[config.mk]
export PLATFORM = sky130hd
export DESIGN_NAME = i2c_master_transfer_sequencer_top_flat
export DESIGN_NICKNAME = d
export VERILOG_FILES = /design/src/rtl/i2cmts_pkg.sv /design/src/rtl/i2cmts_if.sv /design/src/rtl/i2cmts_step.sv /design/src/rtl/i2cmts_out_buf.sv /design/src/rtl/i2c_master_transfer_sequencer_top.sv /design/src/flat_wrapper.sv
export SDC_FILE = /design/constraint.sdc
export NUM_CORES = 1
export LEC_CHECK = 0
export CORE_MARGIN = 3
export CORE_UTILIZATION = 40
export DETAILED_ROUTE_END_ITERATION = 10
export DONT_BUFFER_PORTS = 1
export PLACE_DENSITY = 0.57
export SYNTH_ARGS = -nofsm -noshare
export SYNTH_HDL_FRONTEND = slang
export SYNTH_SLANG_ARGS = --single-unit
[constraint.sdc]
create_clock -name clk -period 5.33 [get_ports clk]
set_clock_uncertainty 0.2 [all_clocks]
set_input_delay 0.533 -clock clk [delete_from_list [all_inputs] [get_ports clk]]
set_output_delay 0.533 -clock clk [all_outputs]
set_load 0.1 [all_outputs]
[src/rtl/i2cmts_pkg.sv]
`timescale 1ns / 1ps
// ----------------------------------------------------------------------------
// I2C master transfer sequencer package
// Shared types, codes and sizes for the transfer sequencer block.
// ----------------------------------------------------------------------------
package i2cmts_pkg;

	localparam int MAX_MESSAGE_BYTES_DEF = 64;
	localparam int CFG_DATA_W            = 16;
	localparam int CFG_INDEX_W           = 3;
	localparam int MAX_RESULTS           = 3;

	typedef enum logic [3:0] {
		OP_START      = 4'd0,
		OP_START_SENT = 4'd1,
		OP_ADDR_ACKED = 4'd2,
		OP_BYTE_DONE  = 4'd3,
		OP_BYTE_RX    = 4'd4,
		OP_TX_EMPTY   = 4'd5,
		OP_ACK_FAIL   = 4'd6,
		OP_DMA        = 4'd7,
		OP_TIMEOUT    = 4'd8
	} op_t;

	typedef enum logic [3:0] {
		ACT_START      = 4'd0,
		ACT_STOP       = 4'd1,
		ACT_SEND       = 4'd2,
		ACT_ACK_ON     = 4'd3,
		ACT_BUF_ON     = 4'd4,
		ACT_BUF_OFF    = 4'd5,
		ACT_DMA_RX     = 4'd6,
		ACT_DMA_RX_ONE = 4'd7,
		ACT_STORE      = 4'd8,
		ACT_DONE       = 4'd9,
		ACT_NONE       = 4'd10
	} action_t;

	localparam logic [1:0] ST_ACK     = 2'd0;
	localparam logic [1:0] ST_NACK    = 2'd1;
	localparam logic [1:0] ST_TIMEOUT = 2'd2;

	localparam logic [CFG_INDEX_W-1:0] REG_SLAVE_ADDRESS  = 3'd0;
	localparam logic [CFG_INDEX_W-1:0] REG_READ_DIRECTION = 3'd1;
	localparam logic [CFG_INDEX_W-1:0] REG_USE_REG_ADDR   = 3'd2;
	localparam logic [CFG_INDEX_W-1:0] REG_REG_ADDR_WIDE  = 3'd3;
	localparam logic [CFG_INDEX_W-1:0] REG_REG_ADDR       = 3'd4;
	localparam logic [CFG_INDEX_W-1:0] REG_MESSAGE_LENGTH = 3'd5;
	localparam logic [CFG_INDEX_W-1:0] REG_RETRY_LIMIT    = 3'd6;

	typedef struct packed {
		logic [6:0]  slave_address;
		logic        read_direction;
		logic        use_register_address;
		logic        register_address_wide;
		logic [15:0] register_address;
		logic [6:0]  message_length;
		logic [2:0]  retry_limit;
	} cfg_t;

	typedef struct packed {
		logic [3:0] operation;
		logic       transmitter_flag;
		logic [7:0] data_byte;
		logic       dma_error;
		logic       dma_complete;
	} item_t;

	typedef struct packed {
		logic       busy;
		logic       reg_pending;
		logic [6:0] position;
		logic [2:0] retries_left;
		logic [1:0] status;
	} seq_state_t;

	typedef struct packed {
		action_t    action;
		logic [7:0] byte_value;
		logic [6:0] byte_index;
		logic [1:0] transfer_status;
		logic       last;
	} result_t;

	typedef result_t [MAX_RESULTS-1:0] bundle_t;

	function automatic result_t mk_result(action_t act, logic [7:0] value,
			logic [6:0] index, logic [1:0] status);
		result_t r;
		r.action          = act;
		r.byte_value      = value;
		r.byte_index      = index;
		r.transfer_status = status;
		r.last            = 1'b0;
		return r;
	endfunction

endpackage

[src/rtl/i2cmts_if.sv]
`timescale 1ns / 1ps
// ----------------------------------------------------------------------------
// Sequencer channel interfaces
// Valid/ready channels for controller events in and bus actions out.
// ----------------------------------------------------------------------------
interface i2cmts_in_if;
	logic       valid;
	logic       ready;
	logic [3:0] operation;
	logic       transmitter_flag;
	logic [7:0] data_byte;
	logic       dma_error;
	logic       dma_complete;

	modport source (output valid, operation, transmitter_flag, data_byte,
		dma_error, dma_complete, input ready);
	modport sink (input valid, operation, transmitter_flag, data_byte,
		dma_error, dma_complete, output ready);
endinterface

interface i2cmts_out_if;
	logic       valid;
	logic       ready;
	logic [3:0] action;
	logic [7:0] byte_value;
	logic [6:0] byte_index;
	logic [1:0] transfer_status;
	logic       last;

	modport source (output valid, action, byte_value, byte_index,
		transfer_status, last, input ready);
	modport sink (input valid, action, byte_value, byte_index,
		transfer_status, last, output ready);
endinterface

[src/rtl/i2cmts_step.sv]
`timescale 1ns / 1ps
// ----------------------------------------------------------------------------
// Sequencer step logic
// Works out the next state and up to three bus actions for one event.
// ----------------------------------------------------------------------------
module i2cmts_step #(
	parameter int MAX_MESSAGE_BYTES = i2cmts_pkg::MAX_MESSAGE_BYTES_DEF
) (
	input  i2cmts_pkg::cfg_t       cfg,
	input  i2cmts_pkg::seq_state_t st,
	input  i2cmts_pkg::item_t      item,
	output i2cmts_pkg::seq_state_t st_next,
	output i2cmts_pkg::bundle_t    results,
	output logic [1:0]             count
);
	import i2cmts_pkg::*;

	localparam logic [7:0] MAX_B = MAX_MESSAGE_BYTES[7:0];

	logic [7:0] len8;
	logic [6:0] len;
	logic       tx_phase;
	logic [6:0] pos_inc;
	logic       pos_ok;
	seq_state_t nxt;
	bundle_t    res;
	logic [1:0] n;

	always_comb begin
		len8 = {1'b0, cfg.message_length};
		if (len8 == 8'd0) begin
			len8 = 8'd1;
		end
		if (len8 > MAX_B) begin
			len8 = MAX_B;
		end
		len = len8[6:0];
	end

	assign tx_phase = !cfg.read_direction || st.reg_pending;
	assign pos_ok   = st.position < len;
	assign pos_inc  = st.position + 7'd1;

	always_comb begin
		nxt = st;
		res = '0;
		n   = 2'd0;
		if (item.operation == OP_START) begin
			nxt.busy         = 1'b1;
			nxt.position     = 7'd0;
			nxt.retries_left = cfg.retry_limit;
			nxt.status       = ST_ACK;
			nxt.reg_pending  = cfg.use_register_address;
			res[0] = mk_result(ACT_BUF_OFF, 8'd0, 7'd0, 2'd0);
			res[1] = mk_result(ACT_START, 8'd0, 7'd0, 2'd0);
			n = 2'd2;
		end else if (st.busy) begin
			case (item.operation)
				OP_START_SENT: begin
					nxt.position = 7'd0;
					if (tx_phase) begin
						res[0] = mk_result(ACT_SEND, {cfg.slave_address, 1'b0}, 7'd0, 2'd0);
						n = 2'd1;
					end else begin
						res[0] = mk_result(ACT_ACK_ON, 8'd0, 7'd0, 2'd0);
						res[1] = mk_result(ACT_SEND, {cfg.slave_address, 1'b1}, 7'd0, 2'd0);
						n = 2'd2;
					end
				end
				OP_ADDR_ACKED: begin
					if (tx_phase) begin
						if (st.reg_pending) begin
							if (cfg.register_address_wide) begin
								res[n] = mk_result(ACT_SEND, cfg.register_address[15:8],
									7'd0, 2'd0);
								n = n + 2'd1;
							end
							res[n] = mk_result(ACT_SEND, cfg.register_address[7:0], 7'd0, 2'd0);
							n = n + 2'd1;
							nxt.reg_pending = 1'b0;
						end
						res[n] = mk_result(ACT_BUF_ON, 8'd0, 7'd0, 2'd0);
						n = n + 2'd1;
					end else begin
						res[0] = mk_result((len == 7'd1) ? ACT_DMA_RX_ONE : ACT_DMA_RX,
							8'd0, len, 2'd0);
						n = 2'd1;
					end
				end
				OP_BYTE_DONE: begin
					if (item.transmitter_flag) begin
						if (cfg.read_direction) begin
							res[0] = mk_result(ACT_START, 8'd0, 7'd0, 2'd0);
							n = 2'd1;
						end else begin
							res[0] = mk_result(ACT_DONE, 8'd0, 7'd0, st.status);
							res[1] = mk_result(ACT_STOP, 8'd0, 7'd0, 2'd0);
							n = 2'd2;
							nxt.busy = 1'b0;
						end
					end else if (pos_ok) begin
						res[0] = mk_result(ACT_STORE, item.data_byte, st.position, 2'd0);
						n = 2'd1;
						nxt.position = pos_inc;
						if (pos_inc == len) begin
							res[1] = mk_result(ACT_DONE, 8'd0, 7'd0, st.status);
							res[2] = mk_result(ACT_STOP, 8'd0, 7'd0, 2'd0);
							n = 2'd3;
							nxt.busy = 1'b0;
						end
					end
				end
				OP_BYTE_RX: begin
					if (pos_ok) begin
						res[0] = mk_result(ACT_STORE, item.data_byte, st.position, 2'd0);
						n = 2'd1;
						nxt.position = pos_inc;
						if (pos_inc == len) begin
							res[1] = mk_result(ACT_BUF_OFF, 8'd0, 7'd0, 2'd0);
							n = 2'd2;
						end
					end
				end
				OP_TX_EMPTY: begin
					if (cfg.read_direction || !pos_ok) begin
						res[0] = mk_result(ACT_BUF_OFF, 8'd0, 7'd0, 2'd0);
						n = 2'd1;
					end else begin
						res[0] = mk_result(ACT_SEND, item.data_byte, st.position, 2'd0);
						n = 2'd1;
						nxt.position = pos_inc;
						if (pos_inc == len) begin
							res[1] = mk_result(ACT_BUF_OFF, 8'd0, 7'd0, 2'd0);
							n = 2'd2;
						end
					end
				end
				OP_ACK_FAIL: begin
					if (st.retries_left != 3'd0) begin
						nxt.retries_left = st.retries_left - 3'd1;
						res[0] = mk_result(ACT_START, 8'd0, 7'd0, 2'd0);
						n = 2'd1;
					end else begin
						nxt.status = ST_NACK;
						res[0] = mk_result(ACT_DONE, 8'd0, 7'd0, ST_NACK);
						res[1] = mk_result(ACT_STOP, 8'd0, 7'd0, 2'd0);
						n = 2'd2;
						nxt.busy = 1'b0;
					end
				end
				OP_DMA: begin
					if (item.dma_error) begin
						nxt.status = ST_NACK;
					end else if (item.dma_complete) begin
						nxt.status = ST_ACK;
					end
					res[0] = mk_result(ACT_DONE, 8'd0, 7'd0, nxt.status);
					res[1] = mk_result(ACT_STOP, 8'd0, 7'd0, 2'd0);
					n = 2'd2;
					nxt.busy = 1'b0;
				end
				OP_TIMEOUT: begin
					// The bus gets reinitialized outside, so no stop follows.
					nxt.status = ST_TIMEOUT;
					res[0] = mk_result(ACT_DONE, 8'd0, 7'd0, ST_TIMEOUT);
					n = 2'd1;
					nxt.busy = 1'b0;
				end
				default: begin
				end
			endcase
		end
		if (n != 2'd0) begin
			res[n - 2'd1].last = 1'b1;
		end
	end

	assign st_next = nxt;
	assign results = res;
	assign count   = n;

endmodule

[src/rtl/i2cmts_out_buf.sv]
`timescale 1ns / 1ps
// ----------------------------------------------------------------------------
// Sequencer result buffer
// Holds the actions of one event and hands them out one beat at a time.
// ----------------------------------------------------------------------------
module i2cmts_out_buf (
	input  logic                clk,
	input  logic                arst_n,
	input  logic                load,
	input  i2cmts_pkg::bundle_t bundle,
	input  logic [1:0]          count,
	output logic                can_load,
	i2cmts_out_if.source        res
);
	import i2cmts_pkg::*;

	bundle_t    res_q;
	logic [1:0] cnt_q;
	logic       hs;

	assign hs       = res.valid && res.ready;
	assign can_load = (cnt_q == 2'd0) || (cnt_q == 2'd1 && hs);

	always_ff @(posedge clk or negedge arst_n) begin
		if (!arst_n) begin
			cnt_q <= 2'd0;
		end else if (load) begin
			cnt_q <= count;
		end else if (hs) begin
			cnt_q <= cnt_q - 2'd1;
		end
	end

	always_ff @(posedge clk) begin
		if (load) begin
			res_q <= bundle;
		end else if (hs) begin
			res_q <= {result_t'('0), res_q[MAX_RESULTS-1:1]};
		end
	end

	assign res.valid           = cnt_q != 2'd0;
	assign res.action          = res_q[0].action;
	assign res.byte_value      = res_q[0].byte_value;
	assign res.byte_index      = res_q[0].byte_index;
	assign res.transfer_status = res_q[0].transfer_status;
	assign res.last            = res_q[0].last;

	// The final beat of an event carries the last mark, and no earlier one does.
	a_last_on_final: assert property (@(posedge clk) disable iff (!arst_n)
		hs && cnt_q == 2'd1 |-> res_q[0].last)
		else $error("final beat of an event lacks last");
	a_no_early_last: assert property (@(posedge clk) disable iff (!arst_n)
		hs && cnt_q > 2'd1 |-> !res_q[0].last)
		else $error("last set before the final beat");
	a_load_when_free: assert property (@(posedge clk) disable iff (!arst_n)
		load && !can_load |=> 1'b0)
		else $error("result bundle loaded over pending beats");

endmodule

[src/rtl/i2c_master_transfer_sequencer_top.sv]
`timescale 1ns / 1ps
// ----------------------------------------------------------------------------
// I2C master transfer sequencer
// Turns byte-level controller events into the bus actions of one message.
// ----------------------------------------------------------------------------
// Channel     Dir  Beat
// bus_event   in   one controller event (operation, flags, data byte)
// bus_action  out  one bus action (action, byte, index, status, last)
// wr_*        in   register write, index and data, no handshake
//
// An event is registered on entry and resolved combinationally into up to
// three actions, which the result buffer hands out one per cycle while
// bus_action is ready. A new event is taken every cycle while events cause
// at most one action and bus_action is ready; else it waits for the buffer.
// Events that cause no action just update state. Reset clears state and
// restores register defaults; a stalled output holds the input register.
// ----------------------------------------------------------------------------
module i2c_master_transfer_sequencer_top #(
	parameter int MAX_MESSAGE_BYTES = i2cmts_pkg::MAX_MESSAGE_BYTES_DEF
) (
	input  logic                                 clk,
	input  logic                                 arst_n,
	input  logic                                 wr_en,
	input  logic [i2cmts_pkg::CFG_INDEX_W-1:0]   wr_index,
	input  logic [i2cmts_pkg::CFG_DATA_W-1:0]    wr_data,
	i2cmts_in_if.sink                            bus_event,
	i2cmts_out_if.source                         bus_action
);
	import i2cmts_pkg::*;

	cfg_t       cfg_q;
	seq_state_t st_q;
	seq_state_t st_next;
	item_t      item_s1;
	logic       v_s1;
	bundle_t    bundle;
	logic [1:0] n_res;
	logic       can_load;
	logic       fire;
	logic       load;

	always_ff @(posedge clk or negedge arst_n) begin
		if (!arst_n) begin
			cfg_q.slave_address         <= 7'd0;
			cfg_q.read_direction        <= 1'b0;
			cfg_q.use_register_address  <= 1'b0;
			cfg_q.register_address_wide <= 1'b0;
			cfg_q.register_address      <= 16'd0;
			cfg_q.message_length        <= 7'd1;
			cfg_q.retry_limit           <= 3'd2;
		end else if (wr_en) begin
			case (wr_index)
				REG_SLAVE_ADDRESS:  cfg_q.slave_address         <= wr_data[6:0];
				REG_READ_DIRECTION: cfg_q.read_direction        <= wr_data[0];
				REG_USE_REG_ADDR:   cfg_q.use_register_address  <= wr_data[0];
				REG_REG_ADDR_WIDE:  cfg_q.register_address_wide <= wr_data[0];
				REG_REG_ADDR:       cfg_q.register_address      <= wr_data;
				REG_MESSAGE_LENGTH: cfg_q.message_length        <= wr_data[6:0];
				REG_RETRY_LIMIT:    cfg_q.retry_limit           <= wr_data[2:0];
				default: begin
				end
			endcase
		end
	end

	// The registered event moves on once the result buffer can take its actions.
	assign fire            = v_s1 && can_load;
	assign load            = fire && (n_res != 2'd0);
	assign bus_event.ready = !v_s1 || can_load;

	always_ff @(posedge clk or negedge arst_n) begin
		if (!arst_n) begin
			v_s1 <= 1'b0;
		end else if (bus_event.ready) begin
			v_s1 <= bus_event.valid;
		end
	end

	always_ff @(posedge clk) begin
		if (bus_event.ready && bus_event.valid) begin
			item_s1.operation        <= bus_event.operation;
			item_s1.transmitter_flag <= bus_event.transmitter_flag;
			item_s1.data_byte        <= bus_event.data_byte;
			item_s1.dma_error        <= bus_event.dma_error;
			item_s1.dma_complete     <= bus_event.dma_complete;
		end
	end

	always_ff @(posedge clk or negedge arst_n) begin
		if (!arst_n) begin
			st_q <= '0;
		end else if (fire) begin
			st_q <= st_next;
		end
	end

	i2cmts_step #(
		.MAX_MESSAGE_BYTES(MAX_MESSAGE_BYTES)
	) u_step (
		.cfg     (cfg_q),
		.st      (st_q),
		.item    (item_s1),
		.st_next (st_next),
		.results (bundle),
		.count   (n_res)
	);

	i2cmts_out_buf u_out_buf (
		.clk      (clk),
		.arst_n   (arst_n),
		.load     (load),
		.bundle   (bundle),
		.count    (n_res),
		.can_load (can_load),
		.res      (bus_action)
	);

	// Events other than start are silent while no message is open.
	a_idle_silent: assert property (@(posedge clk) disable iff (!arst_n)
		fire && !st_q.busy && item_s1.operation != OP_START |-> n_res == 2'd0)
		else $error("idle event produced actions");
	// The retry count only grows when a message starts.
	a_retry_down: assert property (@(posedge clk) disable iff (!arst_n)
		fire && item_s1.operation != OP_START |=>
		st_q.retries_left <= $past(st_q.retries_left))
		else $error("retry count grew without a start");
	// A start always opens a message and queues two actions.
	a_start_opens: assert property (@(posedge clk) disable iff (!arst_n)
		fire && item_s1.operation == OP_START |-> n_res == 2'd2 && st_next.busy)
		else $error("start did not open a message");

endmodule
[src/flat_wrapper.sv]
// flat-port wrapper written by rule: the top's interface ports become plain ports
module i2c_master_transfer_sequencer_top_flat import i2cmts_pkg::*;
#(
	parameter int MAX_MESSAGE_BYTES = i2cmts_pkg::MAX_MESSAGE_BYTES_DEF
)
  (clk, arst_n, wr_en, wr_index, wr_data, bus_event_valid, bus_event_operation, bus_event_transmitter_flag, bus_event_data_byte, bus_event_dma_error, bus_event_dma_complete, bus_event_ready, bus_action_valid, bus_action_action, bus_action_byte_value, bus_action_byte_index, bus_action_transfer_status, bus_action_last, bus_action_ready);
  i2cmts_in_if bus_event_i ();
  i2cmts_out_if bus_action_i ();
  input  logic clk;
  input  logic arst_n;
  input  logic wr_en;
  input  logic [i2cmts_pkg::CFG_INDEX_W-1:0] wr_index;
  input  logic [i2cmts_pkg::CFG_DATA_W-1:0] wr_data;
  input wire logic [$bits(bus_event_i.valid)-1:0] bus_event_valid;
  input wire logic [$bits(bus_event_i.operation)-1:0] bus_event_operation;
  input wire logic [$bits(bus_event_i.transmitter_flag)-1:0] bus_event_transmitter_flag;
  input wire logic [$bits(bus_event_i.data_byte)-1:0] bus_event_data_byte;
  input wire logic [$bits(bus_event_i.dma_error)-1:0] bus_event_dma_error;
  input wire logic [$bits(bus_event_i.dma_complete)-1:0] bus_event_dma_complete;
  output wire logic [$bits(bus_event_i.ready)-1:0] bus_event_ready;
  output wire logic [$bits(bus_action_i.valid)-1:0] bus_action_valid;
  output wire logic [$bits(bus_action_i.action)-1:0] bus_action_action;
  output wire logic [$bits(bus_action_i.byte_value)-1:0] bus_action_byte_value;
  output wire logic [$bits(bus_action_i.byte_index)-1:0] bus_action_byte_index;
  output wire logic [$bits(bus_action_i.transfer_status)-1:0] bus_action_transfer_status;
  output wire logic [$bits(bus_action_i.last)-1:0] bus_action_last;
  input wire logic [$bits(bus_action_i.ready)-1:0] bus_action_ready;
  assign bus_event_i.valid = bus_event_valid;
  assign bus_event_i.operation = bus_event_operation;
  assign bus_event_i.transmitter_flag = bus_event_transmitter_flag;
  assign bus_event_i.data_byte = bus_event_data_byte;
  assign bus_event_i.dma_error = bus_event_dma_error;
  assign bus_event_i.dma_complete = bus_event_dma_complete;
  assign bus_event_ready = bus_event_i.ready;
  assign bus_action_valid = bus_action_i.valid;
  assign bus_action_action = bus_action_i.action;
  assign bus_action_byte_value = bus_action_i.byte_value;
  assign bus_action_byte_index = bus_action_i.byte_index;
  assign bus_action_transfer_status = bus_action_i.transfer_status;
  assign bus_action_last = bus_action_i.last;
  assign bus_action_i.ready = bus_action_ready;
  i2c_master_transfer_sequencer_top #(.MAX_MESSAGE_BYTES(MAX_MESSAGE_BYTES)) u_core (.clk(clk), .arst_n(arst_n), .wr_en(wr_en), .wr_index(wr_index), .wr_data(wr_data), .bus_event(bus_event_i), .bus_action(bus_action_i));
endmodule
# Word-level counts from Yosys, hierarchy flattened
# Index checks and enable logic that the tools add are counted.
# Widths: inputs -> output; s select.
[op_classes]
n_eq_ne = 20
bitwise = 3
n_lt_le_gt_ge = 8
addsub = 6
n_mux = 93
n_reduce_logical = 42
[op_table]
columns = ["operator", "n"]
rows = [
  ["$mux 66", 9],
  ["$mux 22", 12],
  ["$pmux 22 s8", 1],
  ["$pmux 22 s7", 1],
  ["$bwmux 66", 2],
  ["$demux 22 s2", 3],
  ["$mux 44", 3],
  ["$mux 19", 4],
  ["$and 63x63->63", 1],
  ["$mux 63", 1],
  ["$not 63->63", 1],
  ["$mux 2", 27],
  ["$pmux 22 s2", 1],
  ["$mux 43", 1],
  ["$mux 21", 2],
  ["$mux 41", 1],
  ["$mux 20", 2],
  ["$mux 7", 5],
  ["$mux 14", 2],
  ["$pmux 7 s4", 1],
  ["$eq 4x3->1 const B", 4],
  ["$pmux 2 s8", 1],
  ["$reduce_bool 2->1", 8],
  ["$reduce_and 2->1", 7],
  ["36 further kinds", 72],
]
[word_totals]
regBits = 134
out_inout_bits = 24
in_bits = 39
word_cells = 206

# Depth between registers and ports, before layout
# Gate-level depths: netlist (run 1).
[depth]
ltp_word = 25
mapped_depth = 14

# Hierarchy
# Synthesis (run 1) repeated with hierarchy kept, for this count alone.
[hier_totals]
hier_cells = 648
hier_area_um2 = 7593.5
[modules_own_cells]
columns = ["module", "area_each_um2", "n_inst", "seq_area_each_um2", "cells_each"]
rows = [
  ["i2cmts_out_buf", 2977.9, 1, 2031.9, 179],
  ["i2c_master_transfer_sequencer_top", 2481.1, 1, 1729.2, 132],
  ["i2cmts_step", 2134.5, 1, 0.0, 337],
]

# Worst setup path after synthesis (run 1)
# No wires, ideal clock.
[synth_path]
kind = "reg2reg"
startpoint = "register u_core.cfg_q[5] (netlist bit)"
endpoint = "register u_core.u_out_buf.res_q (netlist bit u_core.u_out_buf.res.action[0]), enable pin"
t_arrival_ns = 3.700
path_slack_ns = 1.032
path_buffers = 0
path_stages_with_launch = 12
setup_time_ns = 0.398
required_ns = 4.732
period_less_slack_ns = 4.298
path_cell_list = "dfrtp_1 -> or4_4 -> nor2_1 -> nor2_1 -> nor2_1 -> ha_1 -> nand3b_1 -> a21oi_1 -> nor4_2 -> a31oi_4 -> a21oi_4 -> or3_1"
[synth_via]
elab_chain_len = 14
elab_cells_between_ends = 20
cone_classes = "order compare: 2; eq/ne: 1; mux: 11; reduce/logical: 6"
[synth_lines]
columns = ["item", "line", "rtl"]
rows = [
  ["start, declared", "i2c_master_transfer_sequencer_top.sv:31", "cfg_t cfg_q;"],
  ["$logic_not 7->1", "i2cmts_step.sv:31", "if (len8 == 8'd0) begin"],
  ["$mux 7 *", "i2cmts_step.sv:31", ""],
  ["$gt 8x7->1", "i2cmts_step.sv:34", "if (len8 > MAX_B) begin"],
  ["$mux 7 *", "i2cmts_step.sv:34", ""],
  ["$lt 7x7->1 / $eq 7x7->1 (equally long branches)", "--", ""],
  ["$logic_not 1->1 / $mux 2 (equally long branches)", "i2cmts_step.sv:125, i2cmts_step.sv:105", ""],
  ["$logic_or 1x1->1 / $mux 2 (equally long branches)", "i2cmts_step.sv:125, i2cmts_step.sv:101", ""],
  ["$mux 2 (on tied branches)", "i2cmts_step.sv:125, i2cmts_step.sv:91", ""],
  ["$pmux 2 s8 *", "i2cmts_step.sv:58", "case (item.operation)"],
  ["$mux 2 *", "i2cmts_step.sv:57", "end else if (st.busy) begin"],
  ["$mux 2 *", "i2cmts_step.sv:48", "if (item.operation == OP_START) begin"],
  ["$reduce_bool 2->1 *", "i2c_master_transfer_sequencer_top.sv:68", "assign load = fire && (n_res != 2'd0);"],
  ["$logic_and 1x1->1 *", "i2c_master_transfer_sequencer_top.sv:68", ""],
  ["$reduce_bool 2->1 (no line) *", "--", ""],
  ["end signal, assigned", "i2cmts_out_buf.sv:36", "res_q <= bundle;"],
  ["end signal, assigned", "i2cmts_out_buf.sv:38", "res_q <= {result_t'('0), res_q[MAX_RESULTS-1:1]};"],
  ["end, declared", "i2cmts_out_buf.sv:17", "bundle_t res_q;"],
]
# Mark *: on every way between the ends. The rest lies on a longest branch, timed or not.
# A chain may end at the register's enable or synchronous reset.

# Worst setup path in the final report (run 1)
[layout_path]
startpoint = "register u_core.cfg_q[5] (netlist bit)"
endpoint = "register u_core.u_out_buf.res_q (netlist bit u_core.u_out_buf.res.byte_value[3]), enable pin"
# Same word-level chain as after synthesis.

==> impl_summary.log, run 1 <==
[metrics] share of the synthesized area in the top cell type: 27.43%
[metrics] post-route cell area: approximately 6300 um^2
[metrics] EDFF count, synth: 55
[metrics] placed cell areas: 5997 um^2
[metrics] crit path max-delay cell type: sky130_fd_sc_hd__or3_2
[metrics] classification of the worst setup path: reg -> reg
[metrics] main flop type after synthesis: sky130_fd_sc_hd__edfxtp_1
[metrics] cells along the critical path: or4_4 > nor2_1 > nor2_1 > nor2_1 > ha_1 > nand3b_1 > a21oi_1 > or2_2 > o2111a_1 > a21o_1 > a21oi_4 > buf_4 > or3_2
[metrics] via count of the first global-routing pass: between 4000 and 5000
[metrics] critical path arrival: 4.23 ns
[metrics] violation count after the first detailed-routing iteration: 361
[metrics] global routing usage summed across all routing layers: ~18%
[metrics] maximum vdd drop: 0.2556 mV
[metrics] Relative slew margins: 24.51%
[metrics] CP Max Fanout: 40
[metrics] gp weighted congestion: between 0.8 and 0.9
[metrics] Warnings, synthesis: 0
[metrics] clk sinks: 108
[metrics] H-tree depth reported by CTS: 3
[metrics] vertical die dimension: between 100 and 150 um
[metrics] origin of the worst min-delay path: bus_event_data_byte[6]
[metrics] Net Count, Synth: 606
[metrics] CP startpoint kind: flop
[metrics] Cell variety after synth: between 70 and 80
[metrics] startpoint of the worst setup timing path: u_core.cfg_q[5]$_DFFE_PN0P_
[metrics] total power divided by cell area: 502.1 nW/um^2
[metrics] ant diodes: 0
[metrics] final-layout fill cell count: 1426
[metrics] average wire per standard cell: 20.27 um
[metrics] Final Hold Viols: 0
[metrics] TritonCTS clock tree: done
[metrics] cell at the root of the clock tree: sky130_fd_sc_hd__clkbuf_16
[metrics] actual slew at the worst max-slew pin: 1.124 ns
[metrics] library cell occupying the most area in the post-synthesis netlist: sky130_fd_sc_hd__edfxtp_1
[metrics] first-pass GRT wire length: between 20000 and 25000 um
[metrics] placed cells: 693
[metrics] ratio of final minimum period to clock period: 83.44%
[metrics] hold slack final: 0.06101 ns
[metrics] Resize count post-CTS: 0
[metrics] P&R area growth vs syn: 5.070%
[metrics] class of the most critical hold timing path: in -> reg
[metrics] largest net degree at the start of global routing: 54
[metrics] fraction of the core area covered by cells at the end of the flow: a little over two fifths
[metrics] final worst path period need: 4.447 ns
[metrics] most instantiated cells after synthesis: sky130_fd_sc_hd__edfxtp_1 (55), sky130_fd_sc_hd__dfrtp_1 (51), sky130_fd_sc_hd__nand2_1 (46), sky130_fd_sc_hd__mux2_2 (44), sky130_fd_sc_hd__nor2_1 (35)
[metrics] final WL: between 10000 and 15000 um
[metrics] Final ANT Viol Nets: 0
[metrics] most used standard cell by instance count after synthesis: sky130_fd_sc_hd__edfxtp_1
[metrics] count of vias placed by the detailed router: 4201
[metrics] Netlist Area Pre-Place: 6022 um^2
[metrics] critical path endpoint: u_core.u_out_buf.res.byte_value[3]$_DFFE_PP_
[metrics] effective utilization at floorplan: 41.12%
[metrics] cells on worst reg2reg path: 13
[metrics] count of boundary I/O pins: 63
[metrics] required time of the worst setup path: roughly 5 ns
[metrics] initial antenna violation count: 0
[metrics] unrepaired setup endpoints after global routing: false
[metrics] reg-to-reg startpoint: u_core.cfg_q[5]$_DFFE_PN0P_
[metrics] capture instance of the worst register-to-register path: u_core.u_out_buf.res.byte_value[3]$_DFFE_PP_
[metrics] syn_area_per_cell: 10.87 um^2
[metrics] setup violation total in the final timing report: 0
[metrics] nature of the critical path endpoint: flop
[metrics] Post-Layout Cell Count: 711
[metrics] sequential area share after synthesis: 49.49%
[metrics] total DRC errors in the routed layout: 0
[metrics] status: complete, no violations
[metrics] die span in x: 128.7 um
[metrics] total clock buffers created by CTS: 9
[metrics] routed vias/inst: between 5 and 6
[metrics] cell leakage power: between 2 and 2.5 nW
[metrics] total die area: between 15000 and 20000 um^2
[metrics] fraction of synthesis flops using an asynchronous set or reset pin: 49.07%
[metrics] clock latency on the worst-skew pair: 0.36 ns
[metrics] maximum buffer depth of the clock tree: 2
[metrics] number of pins exceeding their max-slew limit in the final report: 0
[metrics] clock slew at reported path FFs: 0.08 ns
[metrics] Max Clk Rate: 224.9 MHz
[metrics] Synth Instances: 554
[metrics] total congestion overflow: 0
[metrics] most area-consuming cells after synthesis: sky130_fd_sc_hd__edfxtp_1 (27%), sky130_fd_sc_hd__dfrtp_1 (21%), sky130_fd_sc_hd__mux2_2 (8.2%), sky130_fd_sc_hd__nand2_1 (2.9%), sky130_fd_sc_hd__ha_1 (2.7%)
[metrics] number of I/O port buffers: 0
[metrics] core box area: 14640 um^2
[metrics] number of nets in the layout: about 570
[metrics] DP HPWL: about 11000 um
[metrics] share of final-layout standard cells stronger than drive strength 1: 15.75%
[metrics] setup_tns: 0 ns
[metrics] max_cap viols: 0
[metrics] biggest cell delay along the critical path: between 0.7 and 0.8 ns
[metrics] Detailed Routing Iterations Pass 1: 6
[metrics] reg-to-reg setup timing slack: 0.88 ns
[metrics] Placement Rows: 44
[metrics] number of synthesized register bits: 108
[metrics] Critical Path Most Common Cell: sky130_fd_sc_hd__nor2_1
[worst max-delay path: cells and delay by family (launching register included)]
family | cells | cell delay (ns)
AO/OA/AOI/OAI | 4 | 0.82
adder cells (fa/ha/maj) | 1 | 0.16
AND/OR/NAND/NOR | 7 | 2.11
flip-flops | 1 | 0.45
buffers and inverters | 1 | 0.31
[cells by family (layout without fill, tap and decap cells)]
logic type | count (synthesis) | after routing | synth area share (%)
AO/OA/AOI/OAI | 114 | 114 | 13.82
XOR/XNOR | 7 | 7 | 1.018
adder cells (fa/ha/maj) | 13 | 13 | 2.701
buffers and inverters | 66 | 39 | 5.963
multiplexers | 55 | 55 | 10.06
flip-flops | 108 | 108 | 49.49
AND/OR/NAND/NOR | 191 | 191 | 16.95
[cell type report]
type / instances / area [um^2] / share of cell area (%)
Clock buffer: 9 / 225.2 / 3.559
Clock inverter: 7 / 67.56 / 1.068
Inverter: 16 / 60.06 / 0.9492
Multi-Input combinational cell: 380 / 2689 / 42.50
Sequential cell: 108 / 2980 / 47.10
Tap cell: 184 / 230.2 / 3.639
Timing Repair Buffer: 7 / 75.07 / 1.186
[how the worst min path moves through the flow]
stage / endpoint / slack, ns / cells past startpoint
global placement: u_core.cfg_q[24]$_DFFE_PN0P_ / 0.04 / 0
floorplan: u_core.cfg_q[0]$_DFFE_PN0P_ / 0.04 / 0
detailed placement: u_core.cfg_q[17]$_DFFE_PN0P_ / 0.04 / 0
finish: u_core.item_s1[8]$_DFFE_PP_ / 0.06 / 0
CTS: u_core.item_s1[9]$_DFFE_PP_ / 0.05 / 0
global route: u_core.item_s1[9]$_DFFE_PP_ / 0.05 / 0
[metal layers]
metal / vias up / global-route usage, % / part of all wire (%)
met5: - / 0 / 0
met3: 21 / 4.234 / 6.9
met1: 2044 / 24.85 / 44
met2: 156 / 27.16 / 47
li1: 1980 / - / -
met4: 0 / 6.115 / 2.2
[stage by stage]
stage / setup WS (ns) / total power, mW
3_5_place_dp: 0.8433 / 2.526
6_report: 0.8826 / 3.177
3_3_place_gp: 0.9541 / 2.509
2_1_floorplan: 1.032 / 2.380
5_1_grt: 0.5785 / 3.348
4_1_cts: 0.8616 / 3.201
[registers in the layout, summed over array words and instances, names as in the netlist, 2 cells and up]
name,flops
u_core.u_out_buf.res.byte_index,7
u_core.u_out_buf.res.action,4
u_core.u_out_buf.cnt_q,2
u_core.cfg_q,36
u_core.u_out_buf.res.transfer_status,2
u_core.item_s1,15
u_core.u_out_buf.res.byte_value,8
u_core.u_out_buf.res_q,18
u_core.st_q,14
[report_power, final]
| group | leakage [nW] | switching [mW] | internal (mW) |
|---|---|---|---|
| Combinational | 0.994 | 0.521 | 0.298 |
| Clock | 0.141 | 0.328 | 0.330 |
| Sequential | 1.18 | 0.553 | 1.15 |
[cell usage in the layout, fill, tap and decap left out, drive strengths merged, types with 3 or more instances in the layout]
cell type,count
dfrtp,51
nand2b,9
xnor2,4
nand4b,3
edfxtp,55
nor2b,17
a22oi,16
and2,6
o2111ai,3
or3,4
and3b,4
nand3,18
a21oi,24
o31ai,8
xor2,3
clkinv,3
a222oi,7
nor4,3
mux2i,11
nor2,35
nand3b,6
nand2,46
and3,7
mux2,44
a211oi,3
ha,13
buf,6
o21ai,24
nor3,18
clkbuf,9
nor3b,3
inv,19
[what timing repair did]
action / in CTS / in global routing
setup buffers: 0 / 0
setup endpoints to repair: 0 / 0
hold endpoints to repair: 53 / 0
hold buffers: 2 / 0
No activity file was read; power rests on OpenSTA's default activity.
==> run 2: changes to the inputs <==
==> constraint.sdc (replaced) <==
create_clock -name clk -period 4.2 [get_ports clk]
set_clock_uncertainty 0.2 [all_clocks]
set_input_delay 0.42 -clock clk [delete_from_list [all_inputs] [get_ports clk]]
set_output_delay 0.42 -clock clk [all_outputs]
set_load 0.1 [all_outputs]
==> run 2 against run 1 <==
  * Total power grew 31%
  * Via count grew 3.4%
  * Maximum frequency grew 16%
  * Cell count grew 4.4%
  * First-iteration DRC count shrank 15%
  * Clock power grew 39%
  * Critical endpoint is now u_core.u_out_buf.res_q[35]$_SDFFCE_PN0P_
==> impl_summary.log, run 2 (synthesized netlist as in run 1, its figures left out) <==
[metrics] TritonCTS clock tree: done
[metrics] share of final-layout standard cells stronger than drive strength 1: 15.77% (+0.021 points)
[metrics] post-route cell area: 6675 um^2 (+5.5%)
[metrics] most frequent standard cell in the layout excluding fill and tap cells: sky130_fd_sc_hd__edfxtp_1
[metrics] Comb power frac: 26.5% (+0.7 points)
[metrics] Post-Layout Cell Count: 742 (+4.4%)
[metrics] setup violation total in the final timing report: 0 (unchanged)
[metrics] clk sinks: 108 (unchanged)
[metrics] cell leakage power: 2.474 nW (+6.7%)
[metrics] most used cells in the layout excluding fill and tap cells: sky130_fd_sc_hd__edfxtp_1 (55), sky130_fd_sc_hd__dfrtp_1 (51), sky130_fd_sc_hd__nand2_1 (46), sky130_fd_sc_hd__mux2_2 (44), sky130_fd_sc_hd__nor2_1 (35)
[metrics] final WL: 14790 um (+2.7%)
[metrics] leading registers by flop count: u_core.cfg_q (36), u_core.u_out_buf.res_q (18), u_core.item_s1 (15)
[metrics] CP Max Fanout: 31 (-23%)
[metrics] clock latency on the worst-skew pair: 0.36 ns (about the same)
[metrics] setup_tns: 0 ns (unchanged)
[metrics] count of vias placed by the detailed router: 4343 (+3.4%)
[metrics] unrepaired setup endpoints after global routing: false
[metrics] maximum buffer depth of the clock tree: 2 (unchanged)
[metrics] ant diodes: 0 (unchanged)
[metrics] clock slew at reported path FFs: 0.08 ns (about the same)
[metrics] Detailed Routing Iterations Pass 1: 6 (unchanged)
[metrics] cell at the root of the clock tree: sky130_fd_sc_hd__clkbuf_16
[metrics] maximum vdd drop: 0.2372 mV (-7.2%)
[metrics] number of pins exceeding their max-slew limit in the final report: 0 (unchanged)
[metrics] total setup buffers inserted after CTS: 0 (unchanged)
[metrics] CP startpoint kind: flop
[metrics] largest net degree at the start of global routing: 54 (unchanged)
[metrics] min setup slack post-route: 0.3692 ns (-0.5135 ns)
[metrics] initial antenna violation count: 0 (unchanged)
[metrics] total die area: 16560 um^2 (unchanged)
[metrics] Final Hold Viols: 0 (unchanged)
[metrics] crit path max-delay cell type: sky130_fd_sc_hd__or3_2
[metrics] average wire per standard cell: 19.94 um (-1.6%)
[metrics] count of boundary I/O pins: 63 (unchanged)
[metrics] Sw Share: 43.30% (-0.83 points)
[metrics] Clock Power Share: 22.0% (+1.3 points)
[metrics] class of the most critical hold timing path: in -> reg
[metrics] Placement Rows: 44 (unchanged)
[metrics] vertical die dimension: 128.7 um (unchanged)
[metrics] core box area: 14640 um^2 (unchanged)
[metrics] most flop-heavy register: u_core.cfg_q
[metrics] routed vias/inst: 5.853 (-0.94%)
[metrics] family with the most delay on the worst path: simple AND/OR/NAND/NOR gates
[metrics] nature of the critical path endpoint: flop
[metrics] ratio of final minimum period to clock period: 91.21% (+7.8 points)
[metrics] required time of the worst setup path: 4.11 ns (-1.01 ns)
[metrics] first-pass GRT wire length: 23690 um (+4.4%)
[metrics] fraction of the core area covered by cells at the end of the flow: 45.58% (+2.4 points)
[metrics] actual slew at the worst max-slew pin: 1.083 ns (-0.04067 ns)
[metrics] classification of the worst setup path: reg -> reg
[metrics] power share of the sequential group: 51.5% (-2.0 points)
[metrics] placed cells: 697 (+0.58%)
[metrics] H-tree depth reported by CTS: 3 (unchanged)
[metrics] total congestion overflow: 0 (unchanged)
[metrics] CP Buf/Inv Count: 2 (+1)
[metrics] global routing usage summed across all routing layers: 18.51% (+0.74 points)
[metrics] number of I/O port buffers: 0 (unchanged)
[metrics] worst slack after detailed placement: 0.3772 ns (-0.4661 ns)
[metrics] max_cap viols: 0 (unchanged)
[metrics] Hold Buf Count CTS: 29 (+27)
[metrics] Final ANT Viol Nets: 0 (unchanged)
[metrics] flip-flop count of the largest register after layout: 36 (unchanged)
[metrics] number of nets in the layout: 605 (+5.4%)
[metrics] status: complete, no violations
[metrics] cells along the critical path: nor2b_1 > inv_1 > ha_1 > nand4_1 > a21oi_1 > or2_2 > o2111a_1 > a21o_1 > a21oi_4 > or3_2 > buf_12
[metrics] violation count after the first detailed-routing iteration: 306 (-15%)
[metrics] effective utilization at floorplan: 41.12% (unchanged)
[metrics] placed cell areas: 6040 um^2 (+0.71%)
[metrics] biggest cell delay along the critical path: 0.61 ns (-0.17 ns)
[metrics] gp weighted congestion: 0.9383 (+5.9%)
[metrics] Resize count post-CTS: 0 (unchanged)
[metrics] final worst path period need: 3.831 ns (-0.6165 ns)
[metrics] Relative slew margins: 27.24% (+2.7 points)
[metrics] total power divided by cell area: 623.5 nW/um^2 (+24%)
[metrics] critical path arrival: 3.74 ns (-0.49 ns)
[metrics] P&R area growth vs syn: 10.85%
[metrics] via count of the first global-routing pass: 4360 (+6.5%)
[metrics] total clock buffers created by CTS: 9 (unchanged)
[metrics] DP HPWL: 10600 um (+0.24%)
[metrics] P_sw: 1.802 mW (+29%)
[metrics] internal power: 2.360 mW (+33%)
[metrics] Max Clk Rate: 261.0 MHz (+16%)
[metrics] die span in x: 128.7 um (unchanged)
[metrics] total DRC errors in the routed layout: 0 (unchanged)
-- run 2: changes by cell type in the layout (fill, tap and decap cells not counted), sizes merged --
cell / change
bufinv: +1
dlygate4sd3: +27
clkinvlp: -1
buf: +4
-- run 2: routing by layer --
metal | vias to the layer above | share of wire (%) | wire [um] | GRT usage, %
li1 | 2047 | - | - | -
met4 | 0 | 2.1 | 306 | 6.856
met3 | 19 | 6.3 | 939 | 3.985
met2 | 151 | 47 | 6910 | 28.96
met5 | - | 0 | 0 | 0
met1 | 2126 | 45 | 6638 | 25.36
-- run 2: metrics by stage --
stage,power (mW),hold WS [ns]
floorplan,3.019,-0.07559
global placement,3.208,-0.07404
detailed placement,3.230,-0.07403
CTS,4.186,0.0001578
global route,4.381,0.0002240
finish,4.162,0.01167
-- run 2: final cells by class --
| class | instances | area, um^2 |
|---|---|---|
| Clock buffer | 9 | 225.2 |
| Multi-Input combinational cell | 380 | 2689 |
| Timing Repair Buffer | 38 | 387.9 |
| Inverter | 16 | 60.06 |
| Clock inverter | 7 | 102.6 |
| Tap cell | 184 | 230.2 |
| Sequential cell | 108 | 2980 |
| Fill cell | 1374 | 7969 |
-- run 2: worst register-to-register path: stages (launching register included) --
cell and delay (ns):
sky130_fd_sc_hd__dfrtp_1 0.47, sky130_fd_sc_hd__nor2b_1 0.28, sky130_fd_sc_hd__inv_1 0.08, sky130_fd_sc_hd__ha_1 0.32, sky130_fd_sc_hd__nand4_1 0.11, sky130_fd_sc_hd__a21oi_1 0.54, sky130_fd_sc_hd__or2_2 0.24, sky130_fd_sc_hd__o2111a_1 0.22
sky130_fd_sc_hd__a21o_1 0.20, sky130_fd_sc_hd__a21oi_4 0.07, sky130_fd_sc_hd__or3_2 0.61, sky130_fd_sc_hd__buf_12 0.23
-- run 2: power groups by stage --
stage                     logic, mW  registers (mW)  clock network [mW]
final                          1.10            2.14               0.916
after global routing           1.22            2.18               0.978
after CTS                      1.10            2.14               0.938
after detailed placement       1.07            2.16                   0
after global placement         1.05            2.16                   0
after floorplan                1.43            1.59                   0
-- run 2: final timing paths --
kind	from	end	slack (ns)	depth (start not counted)
min	wr_data[14]	u_core.cfg_q[24]$_DFFE_PN0P_	0.01	1
min in group asynchronous	arst_n	u_core.cfg_q[17]$_DFFE_PN0P_	0.38	2
max in group asynchronous	arst_n	u_core.cfg_q[3]$_DFFE_PN1P_	3.11	2
max	u_core.cfg_q[9]$_DFFE_PN0P_	u_core.u_out_buf.res_q[35]$_SDFFCE_PN0P_	0.37	11
min reg2reg	u_core.cfg_q[0]$_DFFE_PN0P_	u_core.cfg_q[0]$_DFFE_PN0P_	0.32	1
max reg2reg	u_core.cfg_q[9]$_DFFE_PN0P_	u_core.u_out_buf.res_q[35]$_SDFFCE_PN0P_	0.37	11
